==> config.mk <==
export PLATFORM = sky130hd
export DESIGN_NAME = fpa_div_step
export DESIGN_NICKNAME = d
export VERILOG_FILES = /design/src/sv/fixed_point_alu_16_32_defines.svh /design/src/sv/fpa_pkg.sv /design/src/sv/fpa_div_step.sv
export SDC_FILE = /design/constraint.sdc
export NUM_CORES = 1
export LEC_CHECK = 0
export BUFFER_PORTS_ARGS = -buffer_cell sky130_fd_sc_hd__clkbuf_2
export CAP_MARGIN = 20
export CELL_PAD_IN_SITES_DETAIL_PLACEMENT = 0
export CELL_PAD_IN_SITES_GLOBAL_PLACEMENT = 2
export CORE_MARGIN = 4
export CORE_UTILIZATION = 28
export DETAILED_ROUTE_END_ITERATION = 7
export PLACE_DENSITY = 0.74
export SLEW_MARGIN = 0
export SYNTH_ARGS = -nofsm -noshare
export SYNTH_HDL_FRONTEND = slang
export SYNTH_SLANG_ARGS = --single-unit
==> constraint.sdc <==
create_clock -name i_clk -period 2.8 [get_ports i_clk]
set_input_delay 0.14 -clock i_clk [delete_from_list [all_inputs] [get_ports i_clk]]
set_output_delay 0.14 -clock i_clk [all_outputs]
set_load 0.02 [all_outputs]
==> src/sv/fixed_point_alu_16_32_defines.svh <==
// ---------------------------------------------------------------------------
// Assertion macros for the fixed-point ALU
// Concurrent check wrappers; they compile to nothing in synthesis builds.
// ---------------------------------------------------------------------------
`ifndef FIXED_POINT_ALU_16_32_DEFINES_SVH
`define FIXED_POINT_ALU_16_32_DEFINES_SVH
`ifndef SYNTH
// check a property while out of reset
`define FPA_ASSERT(lbl, clk, rst_n, prop) \
    lbl: assert property (@(posedge clk) disable iff (!rst_n) prop) \
    else $error("fpa check failed");
// check a property at every edge, reset included
`define FPA_ASSERT_ALWAYS(lbl, clk, prop) \
    lbl: assert property (@(posedge clk) prop) \
    else $error("fpa reset check failed");
`else
`define FPA_ASSERT(lbl, clk, rst_n, prop)
`define FPA_ASSERT_ALWAYS(lbl, clk, prop)
`endif
`endif

==> src/sv/fpa_pkg.sv <==
// ---------------------------------------------------------------------------
// Fixed-point ALU package
// Opcodes, widths and the word that travels down the divide pipeline.
// ---------------------------------------------------------------------------
package fpa_pkg;
    localparam int OpW   = 4;
    localparam int DataW = 32;
    localparam int HalfW = 16;
    localparam int DivSteps = 32;

    localparam logic [OpW-1:0] OP_ADD16 = 4'd0;
    localparam logic [OpW-1:0] OP_ADD32 = 4'd1;
    localparam logic [OpW-1:0] OP_SUB16 = 4'd2;
    localparam logic [OpW-1:0] OP_SUB32 = 4'd3;
    localparam logic [OpW-1:0] OP_NEG16 = 4'd4;
    localparam logic [OpW-1:0] OP_NEG32 = 4'd5;
    localparam logic [OpW-1:0] OP_MULLO = 4'd6;
    localparam logic [OpW-1:0] OP_MULHI = 4'd7;
    localparam logic [OpW-1:0] OP_DIV16 = 4'd8;
    localparam logic [OpW-1:0] OP_DIV32 = 4'd9;

    localparam logic [HalfW-1:0] MinNeg16 = 16'h8000;
    localparam logic [DataW-1:0] MinNeg32 = 32'h8000_0000;

    typedef struct packed {
        logic             valid;
        logic [OpW-1:0]   op;
        logic [DataW-1:0] res;    // result of the non-divide ops
        logic             carry;
        logic             ovf;
        logic             err;    // zero divisor
        logic             neg;    // quotient sign
        logic [DataW-1:0] rem;
        logic [DataW-1:0] dq;     // dividend bits out, quotient bits in
        logic [DataW-1:0] dvs;
    } t_div;
endpackage

==> src/sv/fpa_div_step.sv <==
// ---------------------------------------------------------------------------
// Fixed-point ALU divide step
// One restoring-division bit per stage, registered, with payload alongside.
// ---------------------------------------------------------------------------
module fpa_div_step (
    input  logic          i_clk,
    input  logic          i_rst_n,
    input  logic          i_en,
    input  fpa_pkg::t_div i_word,
    output fpa_pkg::t_div o_word
);
    import fpa_pkg::*;

    t_div             r_word;
    t_div             n_word;
    logic [DataW:0]   w_trial;

    always_comb begin
        w_trial = {i_word.rem, i_word.dq[DataW-1]} - {1'b0, i_word.dvs};
        n_word = i_word;
        if (w_trial[DataW]) begin
            // restore: keep the shifted remainder
            n_word.rem = {i_word.rem[DataW-2:0], i_word.dq[DataW-1]};
        end else begin
            n_word.rem = w_trial[DataW-1:0];
        end
        n_word.dq = {i_word.dq[DataW-2:0], ~w_trial[DataW]};
    end

    always_ff @(posedge i_clk) begin
        if (!i_rst_n) begin
            r_word.valid <= 1'b0;
        end else if (i_en) begin
            r_word.valid <= n_word.valid;
        end
        if (i_en) begin
            r_word.op    <= n_word.op;
            r_word.res   <= n_word.res;
            r_word.carry <= n_word.carry;
            r_word.ovf   <= n_word.ovf;
            r_word.err   <= n_word.err;
            r_word.neg   <= n_word.neg;
            r_word.rem   <= n_word.rem;
            r_word.dq    <= n_word.dq;
            r_word.dvs   <= n_word.dvs;
        end
    end

    assign o_word = r_word;
endmodule

Word level (Yosys, flattened, before mapping):

Index checks and enable logic that the tools add are counted.

* output and inout port bits: 137
* register bits: 137
* bits of input ports: 140

* multiplexer cells: 1
* add/sub/neg operators: 1
* bitwise logic cells: 1

Operator list (count)
* 33-bit by 32-bit subtractor with 33-bit output: 1
* 32-bit 2-to-1 mux: 1
* 1-bit NOT: 1

Logic depth before layout (Yosys ltp):

Gate-level depths: netlist (run 1).

* word-level depth: 2
* gate-level depth with buffers: 12
* mapped depth without buffers: 11

Least setup slack after synthesis (run 1):

No wires, ideal clock.

* kind: input-to-reg
* start point: in i_word[63] in the netlist's numbering
* end point: reg r_word (netlist bit o_word[68]), data pin
* path buffers: 1
* data required time: 2.540 ns
* setup slack: 0.143 ns
* setup time: 0.260 ns
* stages on the path: 12
* arrival: 2.397 ns
* path through: inv_1 > ha_1 > fa_1 > nand2b_1 > a21oi_1 > o211ai_1 > a21oi_1 > o31a_2 > mux2i_1 > nor2_2 > buf_6 > mux2_4

RTL lines
* start, declared: line fpa_div_step.sv:9 `input fpa_pkg::t_div i_word,`
* end, declared: line fpa_div_step.sv:14 `t_div r_word;`

==> impl_results.md, run 1 <==
- Commonest non-fill, non-tap cell in the layout: clkbuf_2
- Register bit count reported by yosys: 137
- Leakage: 4.79 nW
- Largest cells by area after synthesis: edfxtp_1, ha_1, mux2_4
- Die Y: 162 um
- Final Cycle Share: 97.5%
- Net Sw Power: 1.87 mW
- Die Wd: 162 um
- Initial Util: 28.9%
- Max_cap viols: 0
- Number of buffers created by CTS: 17
- Initial drt markers: 290
- CP max stage delay: 550 ps
- Mapped Cells: 483
- Slew HR: 67.9%
- Ys Warns: 0
- Worst skew pair latency: 420 ps
- Final setup violation count: 0
- Reg area: 4100 um2
- Pre-CTS WS: -288 ps
- Post-synth EDFFs: 136
- Post-layout util: 46.1%
- Most frequent cells in the layout: clkbuf_2, edfxtp_1, dlygate4sd3_1
- # port buffers: 276
- Async S/R FF share, synth: 0%
- Startpoint types: primary input
- Kind of end point of the critical path: flop
- Top_reg_cell synth: edfxtp_1
- Hold WS: 17.6 ps
- Power Density: 604 nW/um2
- Min-delay worst type: in -> reg
- Worst-Margin Slew: 481 ps
- Clock Tree Root: clkbuf_16
- Clock tree sinks: 137
- Antenna violations before repair: 0
- Setup ws final: 70.2 ps
- Area Growth Syn to Fin: 59.9%
- DRC viols: 0
- Register area share after synthesis: 62.1%
- Hpwl dp: 15.4 mm
- Worst Skew: 0 ps
- H-tree level count: 4
- # fillers: 2176
- P_int: 4.51 mW
- Total number of vias: 5481
- CP cell instances: dlygate4sd3_1 > clkbuf_2 > inv_1 > ha_1 > a21o_1 > a21o_1 > or3_1 > mux2i_2 > nor2_4 > buf_4 > buf_8 > mux2_4
- Logic pwr share: 25.1%
- Sequential power share: 40.0%
- Clk pwr share: 34.9%
- Max reg flops: 137
- Minimum clock period: 2730 ps
- Antenna Nets Post-Route: 0
- Post-synth cell types: 50
- Cell row count: 55
- VDD IR max: 328 uV
- Fin nets: 1097
- Per-cell routed wire length: 16.4 um
- CP arrival: 2890 ps
- Average size of a mapped cell: 13.7 um2
- Leading area contributor after synthesis: edfxtp_1
- Full die area: 26100 um2
- IO Count: 277
- Final hold violations: 0
- Switch share: 29.3%
- Largest net degree at the start of global routing: 54
- Max FO, Critical Path: 9
- Filler-free cell count of the finished design: 1250
- Core area: 22900 um2
- Gpl congestion: 0.801
- Drt total wl: 20.6 mm
- Gr usage total: 15.3%
- Max Buffers Root-to-Sink: 2
- Layout cells sized above 1: 44.2%
- Crit-path slowest cell: dlygate4sd3_1
- Number of global-route vias before repair: 5803
- Top-area cell type share of the netlist area: 61.7%
- Area of the mapped netlist: 6610 um2
- GR Overflow Total: 0
- Ant. Diodes: 0
- Max Fclk: 0.366 GHz
- CTS tree: done
- Status: finished clean
- Area of the multi-input gates: 2420 um2
- Inst Count DP: 1107
- First-pass GRT wire length: 31.6 mm
- Drt first pass iters: 4
- Kind of critical path: in -> reg
- Final Max Tran Viols: 0
- Req. time, crit path: 2960 ps
- CTS clock-pin slew for the worst setup and hold paths: 70 ps
- Crit path top cell by count: a21o_1
- Vias/cell: 4.38
- Synth Net Count: 656
==> routing by layer <==
layer | wire [um] | track usage [%] | part of all wire (%) | vias up
li1 | - | - | - | 2692
met1 | 8830 | 19.0 | 43 | 2570
met2 | 10000 | 25.9 | 49 | 198
met3 | 1380 | 4.16 | 6.7 | 21
met4 | 329 | 5.38 | 1.6 | 0
met5 | 0 | 0 | 0 | -
==> final cells by class <==
| cell class | count | share of cell area, % |
|---|---|---|
| timing repair buffer | 433 | 27.7 |
| multi-input combinational | 297 | 22.9 |
| clock buffer | 17 | 4.02 |
| clock inverter | 15 | 1.49 |
| inverter | 38 | 1.35 |
| sequential | 137 | 38.8 |
| tap | 313 | 3.70 |
==> power groups by stage <==
stage / Combinational [mW] / Clock, mW / Sequential [mW]
3_5_place_dp: 1.41 / 0 / 2.59
3_3_place_gp: 1.40 / 0 / 2.59
2_1_floorplan: 0.570 / 0 / 2.86
5_1_grt: 1.74 / 2.41 / 2.57
4_1_cts: 1.53 / 2.31 / 2.55
6_report: 1.61 / 2.23 / 2.55
==> synthesized netlist by cell type (2+ instances only) <==
| library cell | n |
|---|---|
| a21bo_2 | 3 |
| o21ai_0 | 17 |
| ha_1 | 32 |
| nand2b_1 | 8 |
| and4_1 | 3 |
| nor4_1 | 2 |
| mux2_2 | 3 |
| o21bai_1 | 5 |
| nand4_1 | 6 |
| nor2b_1 | 6 |
| a211oi_1 | 3 |
| nand3_1 | 10 |
| nor4b_1 | 2 |
| buf_6 | 4 |
| xnor2_1 | 13 |
| or3_1 | 2 |
| xor2_1 | 10 |
| mux2i_1 | 6 |
| a21oi_1 | 38 |
| and2_1 | 3 |
| o31ai_1 | 2 |
| edfxtp_1 | 136 |
| nand3b_1 | 2 |
| o21a_1 | 5 |
| clkbuf_1 | 5 |
| inv_1 | 38 |
| nand2_1 | 27 |
| and3_1 | 4 |
| o211ai_1 | 6 |
| nor2_1 | 18 |
| nor3_1 | 4 |
| a21o_1 | 18 |
| mux2_4 | 25 |
==> cell families after synthesis <==
group	synth area share, %
AO/OA/AOI/OAI	10.3
AND/OR/NAND/NOR	7.83
adder cells (fa/ha/maj)	6.36
XOR/XNOR	3.05
multiplexers	7.09
buffers and inverters	3.27
flip-flops	62.1
==> final timing paths <==
kind | startpoint | end | slack, ps | cells past startpoint
setup / recovery | i_word[26] | o_word[77]$_DFFE_PP_ | 70 | 12
hold / removal | i_word[15] | o_word[15]$_DFFE_PP_ | 20 | 1
setup reg to reg | o_word[136]$_SDFFE_PN0P_ | o_word[136]$_SDFFE_PN0P_ | 1660 | 3
hold reg to reg | o_word[136]$_SDFFE_PN0P_ | o_word[136]$_SDFFE_PN0P_ | 1050 | 3
==> critical path, delay by kind of cell <==
family,cells,cell delay (ps)
mux,2,520
fa+ha+maj,1,380
compound gates,2,400
simple gates,2,400
buf+inv,5,1020
==> per-stage QoR <==
stage,area [um2],total power [mW],setup TNS (ps)
detailed placement,8690,4.00,-8080
global route,10600,6.72,-37.5
CTS,10300,6.39,0
finish,10600,6.38,0
global placement,8690,3.99,-5990
floorplan,6610,3.43,0
==> what timing repair did <==
| action | CTS | global route |
|---|---|---|
| hold buffers | 103 | 1 |
| hold endpoints to repair | 102 | 1 |
| setup buffers | 0 | 8 |
| endpoints found under the setup margin | 0 | 30 |
| resized for setup | 0 | 32 |
Power figures use the tool's default switching activity.
==> inputs of run 2 (changes only) <==
- GPL_TIMING_DRIVEN: unset -> 0
==> run 2 against run 1 <==
Against the previous run:
- cell count shrank 3.3%
- design area shrank 4.6%
- highest routed layer unchanged
- routed wire length shrank 2.7%
- critical path type unchanged
- non-clock buffer count shrank 41
- sequential share of layout area grew 1.9 points
==> impl_results.md, run 2 (synthesis gave the netlist of run 1 again) <==
- Setup TNS: 0 ps (unchanged)
- Antenna violations before repair: 0 (unchanged)
- Number of buffers created by CTS: 17 (unchanged)
- Cell row count: 55 (unchanged)
- Clock tree sinks: 137 (unchanged)
- Hold Path Depth: 2 (+1)
- Per-cell routed wire length: 16.6 um (+0.64%)
- Power Total: 6.24 mW (-2.2%)
- Fin nets: 1056 (-3.7%)
- Kind of end point of the critical path: flop
- Gpl congestion: 0.734 (-8.4%)
- Number of global-route vias before repair: 5457 (-6.0%)
- Max reg flops: 137 (unchanged)
- Final Max Tran Viols: 0 (unchanged)
- Die Y: 162 um (unchanged)
- Leakage: 4.56 nW (-4.9%)
- Layout cells sized above 1: 39.8% (-4.3 points)
- Min-delay worst type: in -> reg
- Post-layout util: 44.0% (-2.1 points)
- Hpwl dp: 15.0 mm (-2.5%)
- # fillers: 2191 (+0.69%)
- Post-route cell area: 10100 um2 (-4.6%)
- First-pass GRT wire length: 30.7 mm (-3.0%)
- Drt total wl: 20.0 mm (-2.7%)
- Area Growth Syn to Fin: 52.5%
- Antenna Nets Post-Route: 0 (unchanged)
- Gr usage total: 15.1% (-0.29 points)
- Full die area: 26100 um2 (unchanged)
- Total number of vias: 5310 (-3.1%)
- Status: finished clean
- GR Overflow Total: 0 (unchanged)
- Core area: 22900 um2 (unchanged)
- Ant. Diodes: 0 (unchanged)
- DRC viols: 0 (unchanged)
- Max Fclk: 0.371 GHz (+1.3%)
- IO Count: 277 (unchanged)
- Req. time, crit path: 2960 ps (about the same)
- Slew HR: 65.0% (-2.9 points)
- Worst r2r path cells: 3 (unchanged)
- Most frequent cells in the layout: clkbuf_2, edfxtp_1, dlygate4sd3_1
- VDD IR max: 342 uV (+4.3%)
- Crit path top cell by count: a21o_1
- CP arrival: 2860 ps (-30 ps)
- RSZ-0062 raised after global routing: no
- Final hold violations: 0 (unchanged)
- Vias/cell: 4.39 (+0.17%)
- Max Buffers Root-to-Sink: 2 (unchanged)
- CP cell instances: dlygate4sd3_1 > clkbuf_2 > inv_1 > ha_1 > a21o_1 > a21o_1 > o31a_2 > mux2i_2 > nor2_4 > buf_6 > mux2_4
- Crit-path slowest cell: dlygate4sd3_1
- Power Density: 619 nW/um2 (+2.5%)
- Largest net degree at the start of global routing: 82 (+52%)
- Kind of critical path: in -> reg
- Max_cap viols: 0 (unchanged)
- CP max stage delay: 520 ps (-30 ps)
- Minimum clock period: 2700 ps (-33.8 ps)
- Drt first pass iters: 5 (+1)
- Worst Skew: 0 ps (unchanged)
- H-tree level count: 4 (unchanged)
- Initial Util: 28.9% (unchanged)
- Max FO, Critical Path: 10 (+1)
- Commonest non-fill, non-tap cell in the layout: clkbuf_2
- Worst skew pair latency: 420 ps (about the same)
- Post-DP Area: 8420 um2 (-3.1%)
- Clock Tree Root: clkbuf_16
- Final setup violation count: 0 (unchanged)
- Initial drt markers: 325 (+12%)
- Inst Count DP: 1073 (-3.1%)
- Filler-free cell count of the finished design: 1209 (-3.3%)
- Worst-Margin Slew: 522 ps (+40.8 ps)
- Die Wd: 162 um (unchanged)
- CTS clock-pin slew for the worst setup and hold paths: 70 ps (about the same)
- # port buffers: 276 (unchanged)
- Startpoint types: primary input
- Final Cycle Share: 96.3% (-1.2 points)
- CTS tree: done
==> run 2: cell type report <==
type	count	area, um2	share of cell area, %
Tap cell	313	392	3.88
Buffer	9	75.1	0.744
Clock inverter	15	154	1.53
Inverter	38	143	1.41
Sequential cell	137	4100	40.7
Multi-Input combinational cell	297	2320	23.0
Timing Repair Buffer	383	2480	24.6
Clock buffer	17	425	4.22
==> run 2: path summary, 6_finish.rpt <==
kind | startpoint | to | slack [ps]
worst min register to register | o_word[136]$_SDFFE_PN0P_ | o_word[136]$_SDFFE_PN0P_ | 1080
worst max register to register | o_word[136]$_SDFFE_PN0P_ | o_word[136]$_SDFFE_PN0P_ | 1650
worst min-delay path | i_word[77] | o_word[78]$_DFFE_PP_ | 40
worst max-delay path | i_word[22] | o_word[90]$_DFFE_PP_ | 100
==> run 2: report_power, final <==
| part | switching [mW] | internal (mW) |
|---|---|---|
| combinational | 0.812 | 0.643 |
| clock | 0.980 | 1.26 |
| sequential | 0.0515 | 2.50 |
==> run 2: metrics by stage <==
stage                     hold WS, ps  worst slack, ps
after floorplan                   239              143
after global placement            317             -716
after detailed placement          319             -674
after CTS                        25.7             30.8
after global routing             30.2             3.81
final                            43.8              104
==> run 2: worst max-delay path, delay by kind of cell <==
| kind | cells | cell delay [ps] |
|---|---|---|
| buffers and inverters | 4 | 890 |
| AO/OA/AOI/OAI | 3 | 770 |
| multiplexers | 2 | 490 |
| adder cells (fa/ha/maj) | 1 | 390 |
| AND/OR/NAND/NOR | 1 | 170 |
==> run 2: repair_timing <==
action	CTS	global route
pin swaps	2	1
buffers inserted	1	0
gates resized for setup	3	7
hold buffers	105	0
endpoints found under the hold margin	104	0
endpoints found under the setup margin	32	28
==> run 2: layer usage <==
layer / vias to the layer above / wire length [um] / global-route usage [%]
li1: 2617 / - / -
met1: 2488 / 8660 / 19.0
met2: 185 / 9710 / 25.8
met3: 20 / 1330 / 3.53
met4: 0 / 311 / 4.46
met5: - / 0 / 0
